===== config.mk =====
export PLATFORM = sky130hd
export DESIGN_NAME = kvi_div
export DESIGN_NICKNAME = d
export VERILOG_FILES = /design/src/rtl/core/kvi_pkg.sv /design/src/rtl/core/kvi_div.sv
export SDC_FILE = /design/constraint.sdc
export NUM_CORES = 1
export LEC_CHECK = 0
export ABC_AREA = 1
export BUFFER_PORTS_ARGS = -buffer_cell sky130_fd_sc_hd__buf_2
export CAP_MARGIN = 10
export CORE_MARGIN = 5
export CORE_UTILIZATION = 61
export CTS_CLUSTER_DIAMETER = 50
export CTS_CLUSTER_SIZE = 28
export DETAILED_ROUTE_END_ITERATION = 7
export PLACE_DENSITY = 0.85
export SLEW_MARGIN = 20
export SYNTH_ARGS = -nofsm -noshare
export SYNTH_HDL_FRONTEND = slang
export SYNTH_SLANG_ARGS = --single-unit

===== constraint.sdc =====
create_clock -name clk_i -period 2.8 [get_ports clk_i]
set_clock_uncertainty 0.1 [all_clocks]
set_input_delay 0.28 -clock clk_i [delete_from_list [all_inputs] [get_ports clk_i]]
set_output_delay 0.28 -clock clk_i [all_outputs]
set_load 0.1 [all_outputs]

===== src/rtl/core/kvi_pkg.sv =====
`timescale 1ns / 1ps
// kvi_pkg: shared types and constants of the keyframe vector interpolator.
// No dependencies.
package kvi_pkg;

  localparam int unsigned DefMaxKeys = 64;
  localparam int unsigned FracW      = 16;
  localparam int unsigned FactW      = FracW + 1;   // 0..65536
  localparam int unsigned SegOutW    = 6;
  localparam int unsigned CfgW       = 7;

  localparam logic FUNC_WRITE  = 1'b0;
  localparam logic FUNC_SAMPLE = 1'b1;

  typedef struct packed {
    logic [31:0] tk;
    logic [31:0] x;
    logic [31:0] y;
    logic [31:0] z;
  } key_t;

  // sample transaction travelling along the key cells
  typedef struct packed {
    logic        valid;
    logic        done;   // segment settled
    logic        full;   // past the last key, factor is 1.0
    logic [31:0] ts;     // sample time
    key_t        prev;   // key of the previous cell
    key_t        s;      // segment start
    key_t        e;      // segment end
  } tok_t;

  typedef enum logic [2:0] {
    ST_IDLE,
    ST_CHAIN,
    ST_DIV,
    ST_MUL,
    ST_OUT
  } state_e;

endpackage


===== src/rtl/core/kvi_div.sv =====
`timescale 1ns / 1ps
// kvi_div: interpolation factor, restoring division one quotient bit a cycle.
// Depends on kvi_pkg.
module kvi_div import kvi_pkg::*; (
  input  logic             clk_i,
  input  logic             rst_ni,
  input  logic             start_i,
  input  logic             full_i,
  input  logic [31:0]      ts_i,
  input  logic [31:0]      t0_i,
  input  logic [31:0]      t1_i,
  output logic             done_o,
  output logic [FactW-1:0] fact_o
);

  localparam int unsigned StepW = $clog2(FracW + 1);

  logic [31:0]      rem_q, rem_d, den_q, den_d;
  logic [FactW-1:0] fact_q, fact_d;
  logic [StepW-1:0] step_q, step_d;
  logic             busy_q, busy_d, done_q, done_d;
  logic [32:0]      rem2;

  always_comb begin
    rem_d  = rem_q;
    den_d  = den_q;
    fact_d = fact_q;
    step_d = step_q;
    busy_d = busy_q;
    done_d = 1'b0;
    rem2   = {rem_q, 1'b0};
    if (start_i) begin
      priority if (full_i) begin
        fact_d = FactW'(1) << FracW;
        done_d = 1'b1;
      end else if (t1_i <= t0_i || ts_i <= t0_i) begin
        fact_d = '0;
        done_d = 1'b1;
      end else begin
        rem_d  = ts_i - t0_i;       // below den, so quotient fits FracW bits
        den_d  = t1_i - t0_i;
        fact_d = '0;
        step_d = StepW'(FracW);
        busy_d = 1'b1;
      end
    end else if (busy_q) begin
      if (rem2 >= {1'b0, den_q}) begin
        rem_d  = 32'(rem2 - {1'b0, den_q});
        fact_d = {fact_q[FactW-2:0], 1'b1};
      end else begin
        rem_d  = rem2[31:0];
        fact_d = {fact_q[FactW-2:0], 1'b0};
      end
      step_d = step_q - StepW'(1);
      if (step_q == StepW'(1)) begin
        busy_d = 1'b0;
        done_d = 1'b1;
      end
    end
  end

  always_ff @(posedge clk_i or negedge rst_ni) begin
    if (!rst_ni) begin
      busy_q <= 1'b0;
      done_q <= 1'b0;
      step_q <= '0;
    end else begin
      busy_q <= busy_d;
      done_q <= done_d;
      step_q <= step_d;
    end
  end

  always_ff @(posedge clk_i) begin
    rem_q  <= rem_d;
    den_q  <= den_d;
    fact_q <= fact_d;
  end

  assign done_o = done_q;
  assign fact_o = fact_q;

endmodule

==> metrics.md <==
| Metric | Value |
|---|---|
| Diodes inserted | `0` |
| GRT overflow | `0` |
| Clock power share | `16.4%` |
| Setup slack, reg-to-reg | `0.18 ns` |
| Vias in the first global route | `10.55k` |
| Largest net degree at the start of global routing | `41` |
| Setup Crit Path Kind | `reg -> reg` |
| Worst Setup End Kind | `flop` |
| Switch share | `48.90%` |
| Synthesized Nets | `1835` |
| Sequential share of power | `26.1%` |
| Yosys top cell area share | `23.27%` |
| Max cap viols | `0` |
| Biggest area consumer among synthesized cells | `edfxtp_1` |
| CP Launch Type | `flop` |
| Reg2reg path depth | `13` |
| Register area share after synthesis | `24.94%` |
| Maximum vdd ir drop | `0.5009 mV` |
| Library cells used by synthesis | `46` |
| Most used DFF post-synth | `edfxtp_1` |
| Number of synthesized flops with an enable pin | `81` |
| Worst min path class | `in -> async` |
| First-pass GRT wire length | `52.23 mm` |
| Tot GR Track Use | `33.02%` |
| Fill count | `1445` |
| Area Overhead vs Synth | `12.99%` |
| # resized after CTS | `0` |
| 1st-iter DRT viols | `1231` |
| Comb pwr share | `57.6%` |
| Worst slew margin | `48.80%` |
| Cells after synthesis | `1634` |
| Net Switching | `3.822 mW` |
| CTS Root Cell | `clkbuf_16` |
| Final Cell Area | `11810 um2` |
| Share of layout cells above drive strength 1 | `11.74%` |
| Die width | `140.9 um` |
| Final setup fails | `0` |
| Dpl hpwl | `27.95 mm` |
| TritonRoute pass-1 iters | `6` |
| Via density | `5.613` |
| Pint | `3.994 mW` |
| Fmax achieved | `381.0 MHz` |
| DRC errors left | `0` |
| Worst-Skew Late Latency | `0.34 ns` |
| Final Hold Viols | `0` |
| Initial antenna violation count | `0` |
| Area of the multi-input gates | `6740 um2` |
| Status | `finished clean` |
| RSZ-0062 raised after global routing | `no` |
| Routed length per placed instance | `16.61 um` |
| Flops & latches, synth | `88` |
| Post-CTS Hold Buffers | `1` |
| Cts bufs inserted | `9` |
| Htree depth | `3` |
| Final slew viol count | `0` |
| Crit share post-route | `93.75%` |
| Dpl cell area | `11470 um2` |
| Drt total wl | `33.21 mm` |
| Largest cells by area after synthesis | `edfxtp_1 23%, nand2_1 19%, ha_1 12%` |
| Rows | `47` |
| Clock tree sinks | `88` |
| NumNets Final | `1976` |
| Die ar. | `19860 um2` |
| Core ar. | `16700 um2` |
| # IOs | `118` |
| Avg Inst Size Synth | `6.398 um2` |
| Post-layout min period | `2.625 ns` |
| Setup repair bufs after CTS | `0` |
| Count of buffers from port buffering | `117` |
| DR vias | `11.23k` |
| PwrDens | `661.7 nW/um2` |
| Top cells by count, synth | `524 x nand2_1, 264 x inv_1, 169 x nor2_1` |
| Die height | `140.9 um` |
| Crit path arrival time | `2.61 ns` |
| Actual slew at the worst max-slew pin | `0.7661 ns` |
| Gpl congestion | `1.043` |
| Initial Utilization | `62.59%` |
| Mapped Area | `10450 um2` |
| Req. time, crit path | `2.79 ns` |
| Setup TNS | `0 ns` |
| Post-synthesis async set-or-reset flop share | `7.955%` |
| Leakage | `6.263 nW` |
| CTS tree | `built` |
| Synth warnings | `0` |
| Reg area | `2608 um2` |
| Clock transition at path regs | `0.07 ns` |
| Crit path max fanout | `25` |
| Count leader, synth | `nand2_1` |
| Clock Path Buffers | `2` |
| Antenna-violating nets left | `0` |
-- path summary, 6_finish.rpt --
kind,startpoint,endpoint
worst max-delay path,rem_q[22],rem_q[10]
worst min-delay path,rst_ni,done_o
worst max register to register,rem_q[22],rem_q[10]
worst min register to register,busy_q,step_q[0]
max in group asynchronous,rst_ni,step_q[4]
min in group clk_i,full_i,fact_o[16]
-- sequential cells by signal, summed over array words and instances (netlist names) --
| signal | cells |
|---|---|
| busy_q | 1 |
| den_q | 32 |
| done_o | 1 |
| fact_o | 17 |
| rem_q | 32 |
| step_q | 5 |
-- layout by cell type (no fill, tap or decap), types with 18 or more instances in the layout --
cell / count
xor2_1: 27
nor3_1: 19
edfxtp_1: 81
o21ai_0: 44
buf_4: 25
a21oi_1: 112
buf_2: 117
ha_1: 98
nand2_1: 523
nor2_1: 169
inv_1: 263
xnor2_1: 22
nand3b_1: 18
nand3_1: 110
-- metal layers --
metal | vias to the layer above | routed length [um] | GRT usage, %
li1 | 5545 | - | -
met1 | 5060 | 14180 | 44.45
met2 | 540 | 15210 | 54.69
met3 | 81 | 2525 | 4.131
met4 | 0 | 1298 | 12.19
met5 | - | 0 | 0
-- through the flow --
stage          power, mW  cells  setup WS [ns]  hold slack (ns)  util (%)
6_report           7.815   2000         0.1751           0.1906     70.72
4_1_cts            7.745   2000         0.2081           0.1876     70.72
3_5_place_dp       6.444   1983         0.1088          0.01901     68.68
3_3_place_gp       6.348   1983         0.1496          0.01724     68.68
5_1_grt            8.337   2000        0.01912           0.2107     70.72
2_1_floorplan      5.322   1634        0.08589          -0.1156         -
-- power groups by stage --
| stage | Sequential, mW | Clock (mW) | Combinational [mW] |
|---|---|---|---|
| 2_1_floorplan | 2.68 | 0 | 2.65 |
| 3_3_place_gp | 2.04 | 0 | 4.31 |
| 3_5_place_dp | 2.05 | 0 | 4.39 |
| 4_1_cts | 2.03 | 1.29 | 4.42 |
| 5_1_grt | 2.07 | 1.35 | 4.92 |
| 6_report | 2.04 | 1.28 | 4.50 |
-- critical path, cell delays in order, from the launching register on --
cell and delay (ns):
edfxtp_1 0.40, ha_1 0.38, nand2_1 0.15, inv_1 0.05, a21oi_1 0.22, nand2_1 0.12, nand2_1 0.07, nand2_1 0.08
nor2_4 0.16, nand2_8 0.11, buf_12 0.18, buf_4 0.14, nor2_1 0.12, o21bai_2 0.08
-- cells by family (layout without fill, tap and decap cells) --
logic type / count (synthesis) / in the layout / synth area share (%)
AND/OR/NAND/NOR: 904 / 904 / 37.12
buffers and inverters: 285 / 431 / 10.60
AO/OA/AOI/OAI: 207 / 207 / 10.93
adder cells (fa/ha/maj): 101 / 101 / 12.30
flip-flops: 88 / 88 / 24.94
XOR/XNOR: 49 / 49 / 4.105
-- area by class of cell --
class	count	area share, %
well taps	220	2.331
clock inverters	4	0.3602
repair buffers	146	7.140
inverters	269	8.581
multi-input cells	1261	57.07
clock buffers	12	2.447
flip-flops and latches	88	22.08
(Power assumes the default switching activity.)
