--- config.mk ---
export PLATFORM = sky130hd
export DESIGN_NAME = kvi_cell
export DESIGN_NICKNAME = d
export VERILOG_FILES = /design/src/rtl/core/kvi_pkg.sv /design/src/rtl/core/kvi_cell.sv
export SDC_FILE = /design/constraint.sdc
export NUM_CORES = 1
export LEC_CHECK = 0
export ABC_AREA = 1
export BUFFER_PORTS_ARGS = -buffer_cell sky130_fd_sc_hd__buf_2
export CAP_MARGIN = 0
export CORE_AREA = 2 2 391 393
export CTS_BUF_LIST = sky130_fd_sc_hd__clkbuf_2
export CTS_CLUSTER_SIZE = 20
export DETAILED_ROUTE_END_ITERATION = 10
export DIE_AREA = 0 0 393 395
export HOLD_SLACK_MARGIN = 0.15
export SLEW_MARGIN = 20
export SYNTH_ARGS = -nofsm -noshare
export SYNTH_HDL_FRONTEND = slang
export SYNTH_SLANG_ARGS = --single-unit
--- constraint.sdc ---
create_clock -name clk_i -period 1.11 [get_ports clk_i]
set_input_delay 0.222 -clock clk_i [delete_from_list [all_inputs] [get_ports clk_i]]
set_output_delay 0.222 -clock clk_i [all_outputs]
set_load 0.05 [all_outputs]
--- src/rtl/core/kvi_pkg.sv ---
`timescale 1ns / 1ps
// kvi_pkg: shared types and constants of the keyframe vector interpolator.
// No dependencies.
package kvi_pkg;

  localparam int unsigned DefMaxKeys = 64;
  localparam int unsigned FracW      = 16;
  localparam int unsigned FactW      = FracW + 1;   // 0..65536
  localparam int unsigned SegOutW    = 6;
  localparam int unsigned CfgW       = 7;

  localparam logic FUNC_WRITE  = 1'b0;
  localparam logic FUNC_SAMPLE = 1'b1;

  typedef struct packed {
    logic [31:0] tk;
    logic [31:0] x;
    logic [31:0] y;
    logic [31:0] z;
  } key_t;

  // sample transaction travelling along the key cells
  typedef struct packed {
    logic        valid;
    logic        done;   // segment settled
    logic        full;   // past the last key, factor is 1.0
    logic [31:0] ts;     // sample time
    key_t        prev;   // key of the previous cell
    key_t        s;      // segment start
    key_t        e;      // segment end
  } tok_t;

  typedef enum logic [2:0] {
    ST_IDLE,
    ST_CHAIN,
    ST_DIV,
    ST_MUL,
    ST_OUT
  } state_e;

endpackage

--- src/rtl/core/kvi_cell.sv ---
`timescale 1ns / 1ps
// kvi_cell: one key slot of the track plus one stage of the segment search.
// Depends on kvi_pkg.
module kvi_cell import kvi_pkg::*; #(
  parameter int unsigned MaxKeys = DefMaxKeys,
  parameter int unsigned Idx     = 0,
  localparam int unsigned IdxW   = $clog2(MaxKeys),
  localparam int unsigned CntW   = $clog2(MaxKeys + 1)
) (
  input  logic            clk_i,
  input  logic            rst_ni,
  input  logic            we_i,
  input  logic [IdxW-1:0] wr_idx_i,
  input  key_t            wr_key_i,
  input  logic [CntW-1:0] n_i,
  input  tok_t            tok_i,
  input  logic [IdxW-1:0] seg_i,
  output tok_t            tok_o,
  output logic [IdxW-1:0] seg_o
);

  key_t            key_q;
  tok_t            tok_d, tok_q;
  logic            valid_q;
  logic [IdxW-1:0] seg_d, seg_q;

  always_ff @(posedge clk_i) begin
    if (we_i && wr_idx_i == IdxW'(Idx)) begin
      key_q <= wr_key_i;
    end
  end

  always_comb begin
    tok_d      = tok_i;
    seg_d      = seg_i;
    tok_d.prev = key_q;
    if (Idx == 0) begin
      tok_d.done = 1'b0;
      tok_d.full = 1'b0;
      seg_d      = '0;
      if (n_i == CntW'(1)) begin
        tok_d.done = 1'b1;
        tok_d.s    = key_q;
        tok_d.e    = key_q;
      end
    end else if (tok_i.valid && !tok_i.done && 32'(n_i) > Idx) begin
      if (tok_i.ts < key_q.tk) begin
        tok_d.done = 1'b1;
        tok_d.s    = tok_i.prev;
        tok_d.e    = key_q;
        seg_d      = IdxW'(Idx - 1);
      end else if (32'(n_i) == Idx + 1) begin
        tok_d.done = 1'b1;
        tok_d.full = 1'b1;
        tok_d.s    = tok_i.prev;
        tok_d.e    = key_q;
        seg_d      = IdxW'(Idx - 1);
      end
    end
  end

  always_ff @(posedge clk_i or negedge rst_ni) begin
    if (!rst_ni) begin
      valid_q <= 1'b0;
    end else begin
      valid_q <= tok_d.valid;
    end
  end

  always_ff @(posedge clk_i) begin
    tok_q <= tok_d;
    seg_q <= seg_d;
  end

  always_comb begin
    tok_o       = tok_q;
    tok_o.valid = valid_q;
  end

  assign seg_o = seg_q;

endmodule

==> flow_summary.yaml, run 1 <==
run_status:
  status: "stopped before the end"
  stop_stage: "clock tree synthesis (4_1_cts)"
  error_line: "[ERROR RSZ-0060] Max buffer count reached."
clock_tree:
  holdBufCountCts: 889
  cts_root_buf: "clkbuf_2"
  htreeDepth: 4
  ctsLongestPathBuffers: 3
  numCtsBuffers: 150
  cts_resized: 1561
  cts.sinks: 546
  postCtsSetupRepairBufs: 0
floorplan:
  die_width_um: 393
  ios: 994
  start_util_pct: 10.18
  die_h_um: 395
  placementRows: 143
synth:
  syn_inst: 1269
  syn_area_per_cell_um2: 12.13
  synth_area_um2: 15400
  yosys.area.top_type_share_pct: 54.22
  yosysUniqueCellTypes: 15
  synth_top_cell_by_area: "dfxtp_1"
  synth_area_leaders: "dfxtp_1 (54%), edfxtp_1 (25%), nand2_1 (13%)"
  yosysSeqAreaShare_pct: 79.34
  yosys_warnings: 0
  ys_ff_latch: 546
placement:
  dp_hpwl_mm: 70.80
  globalplace.congestion: 0.8616
  placed_cell_area_um2: 22760
  port_buffers: 850
  place_inst: 4161
## cells in the mapped netlist, drive strengths merged
cell	n
nand3	128
dfrtp	1
nand2	518
conb	1
edfxtp	128
inv	6
nor2	6
dfxtp	417
clkbuf	1
buf	63
## cell families after synthesis
family / Yosys count / synth area share [%]
and+or+nand+nor: 652 / 16.98
DFF: 546 / 79.34
buffers and inverters: 70 / 3.649
other: 1 / 0.02435
## through the flow
step,hold WS [ns],setup WS [ns]
after floorplan,-0.07359,-1.579
after global placement,0.02020,-0.5192
after detailed placement,0.02608,-0.5443
==> inputs of run 2 (changes only) <==
CORE_AREA = 2 2 389 391   (was 2 2 391 393)
CTS_BUF_LIST = default   (was sky130_fd_sc_hd__clkbuf_2)
CTS_CLUSTER_SIZE = default   (was 20)
DIE_AREA = 0 0 391 393   (was 0 0 393 395)
HOLD_SLACK_MARGIN = default   (was 0.15)
PLACE_DENSITY_LB_ADDON = 0.15   (was default)
==> flow_summary.yaml, run 2 <==
run_status:
  violations: "negative setup slack"
  status: "finished with violations"
cells_and_area:
  fill_cells: 16060
  area_growth_syn_to_layout_pct: 119.8
  final_cell_mix: "nand2_1 (516), buf_2 (432), dlygate4sd3_1 (419)"
  drive_gt1_share_pct: 54.19
  nets: 3205
  instances_no_fill: 4643
  multi_input_comb_area_um2: 2698
  largest_register_ff_count: 417
  seqCellArea_um2: 12760
  final_common_cell: "nand2_1"
synth:
  ys_top_cells_by_count: "nand2_1 (517), dfxtp_1 (417), edfxtp_1 (128), nand3_1 (128), buf_4 (28)"
  synthXorXnorAreaFrac_pct: 0
  synth_top_cell_by_area: "dfxtp_1"
  yosys.area_share.simple_pct: 16.98
  synthMuxAreaShare_pct: 0
  synth-edff-count: 128
  synth-compound-area-share_pct: 0
  synth.most_common_cell: "nand2_1"
  synth_fa_ha_area_share_pct: 0
  yosys_warnings: 0
  yosysUniqueCellTypes: 15
  synth_top_family_by_area: "simple AND/OR/NAND/NOR gates"
  ys_ff_latch: 546
  syn_inst: 1269
  yosysSeqAreaShare_pct: 79.34
  synthArstFlopShare_pct: 0.1832
  ys.flop_type: "dfxtp_1"
  synth_area_um2: 15400
  yosys.area.top_type_share_pct: 54.22
  syn_area_per_cell_um2: 12.13
  synth_area_leaders: "dfxtp_1 (54%), edfxtp_1 (25%), nand2_1 (13%)"
grt:
  grt_pass1_wl_mm: 107.8
  grt_pass1_vias: 15500
  grt_max_degree: 36
  grt_overflow: 0
  groute.usage.overall_pct: 9.905
  antenna_found_initial: 19
min_path:
  whs_endpoint: "tok_o[23]"
  hold_class: "primary input to flop"
  min_path_cells: 5
  worstHoldStart: "n_i[6]"
power:
  p_per_area_nw_per_um2: 1553
  p_sw_share_pct: 26.09
  switchingPower_mw: 13.71
  total_leakage_power_nw: 15.08
  seqPwrFrac_pct: 41.0
  ir_drop_v: 0.0008752
  power_frac_comb_pct: 13.3
  power.internal_mw: 38.84
  p_clk_share_pct: 45.6
setup_path:
  crit_buf_inv: 1
  start_kind: "flop"
  reg2reg_from: "key_q[45]"
  cp.depth: 1
  cp-end-kind: "primary output"
  crit_chain: "buf_8"
  cp_top_family: "flip-flops"
  r2r_cells: 4
  crit_type: "flop to primary output"
  cp_max_fo: 1
  slowest_delay_ns: 0.40
  cp.arrival_ns: 1.20
  slowest_stage: "dfxtp_4"
  r2r-end: "tok_o[45]"
  regToRegSetupSlack_ns: 0.15
  critPathRequiredTime_ns: 0.89
placement:
  port_buffers: 850
  dp_hpwl_mm: 61.49
  globalplace.congestion: 0.7297
  place_inst: 4086
  pre_cts_ws_ns: -0.6016
clock_tree:
  worstSkewPairLatency_ns: 0.66
  numCtsBuffers: 73
  cts_root_buf: "clkbuf_16"
  htreeDepth: 3
  ctsLongestPathBuffers: 3
  clk_pin_slew_ns: 0.05
  cts_tree: "done"
  cts.sinks: 546
floorplan:
  dieArea_um2: 153700
  fp.coreArea_um2: 149200
  die_width_um: 391
  start_util_pct: 10.32
  placementRows: 142
  die_h_um: 393
  ios: 994
detailed_routing:
  vias: 14070
  wl_per_cell_um: 16.99
  drt-initial-drc-count: 414
  drc_errors: 0
  ant_nets: 0
  dr.pass1.iters: 4
  drt-total-wl_mm: 78.89
  routed_via_density: 3.031
sta:
  setup_ws_ns: -0.3119
  rsz0062_at_grt: "yes"
  maxSlewViolCount: 0
  whs_ns: 0.1294
  min_period_over_period_pct: 128.1
  period_minus_slack_ns: 1.422
  fin_skew_ns: 0.03521
  fmax_mhz: 703.3
  setup_viol: 418
  hold_viol: 0
flow_run:
  drv_cap: 0
## run 2: cell counts after synthesis
Identical to the previous run, type by type.
## run 2: timing repair
action,4_1_cts,5_1_grt
hold buffers,419,0
endpoints found under the hold margin,418,0
endpoints found under the setup margin,418,418
buffers inserted,0,0
gates resized for setup,1583,73
cloned,0,0
## run 2: cells by family after synthesis
kind of cell	Yosys count
AND/OR/NAND/NOR	652
other	1
flip-flops	546
buffers and inverters	70
## run 2: final cells by class
| class | count | area share [%] |
|---|---|---|
| Antenna cell | 3 | 0.02218 |
| Clock buffer | 121 | 6.595 |
| Clock inverter | 14 | 0.6617 |
| Inverter | 6 | 0.06654 |
| Multi-Input combinational cell | 659 | 7.970 |
| Sequential cell | 546 | 37.70 |
| Tap cell | 1944 | 7.187 |
| Timing Repair Buffer | 1350 | 39.80 |
## run 2: per-layer routing
metal  GRT usage (%)  wire length [um]  part of all wire (%)  up-vias
li1                -                 -                     -     6813
met1           10.60             29360                    37     6487
met2           16.87             38520                    49      629
met3           4.835              8526                    11      132
met4           3.517              2417                   3.1       10
met5               0                65                 0.082        -
## run 2: tightest hold or removal path, stage by stage
cell,delay (ns)
buf_2,0.11
nor2_4,0.07
nand2_8,0.16
nand2_1,0.07
nand2_1,0.08
## run 2: how the worst max path moves through the flow
| stage | start | to |
|---|---|---|
| final | tok_o[234] | tok_o[234] |
| after global routing | tok_o[234] | tok_o[234] |
| after CTS | tok_o[106] | tok_o[106] |
| after detailed placement | n_i[1] | tok_o[58] |
| after global placement | n_i[1] | tok_o[58] |
| after floorplan | wr_idx_i[1] | key_q[0] |
## run 2: through the flow
stage	power [mW]	utilization, %	instance area, um2	setup TNS (ns)
floorplan	24.38	-	15450	-202.14
global placement	26.27	15.10	22530	-140.15
detailed placement	26.26	15.10	22530	-140.88
CTS	53.71	22.49	33560	-140.08
global route	54.89	22.68	33840	-136.77
finish	52.55	22.68	33850	-96.63
## run 2: power by group through the flow
stage | logic (mW) | registers (mW) | clock network [mW]
3_5_place_dp | 4.64 | 21.6 | 0
3_3_place_gp | 4.65 | 21.6 | 0
6_report | 7.01 | 21.6 | 24.0
5_1_grt | 7.41 | 21.6 | 25.9
4_1_cts | 7.00 | 21.5 | 25.2
2_1_floorplan | 0.594 | 23.8 | 0
(Power assumes the default switching activity.)
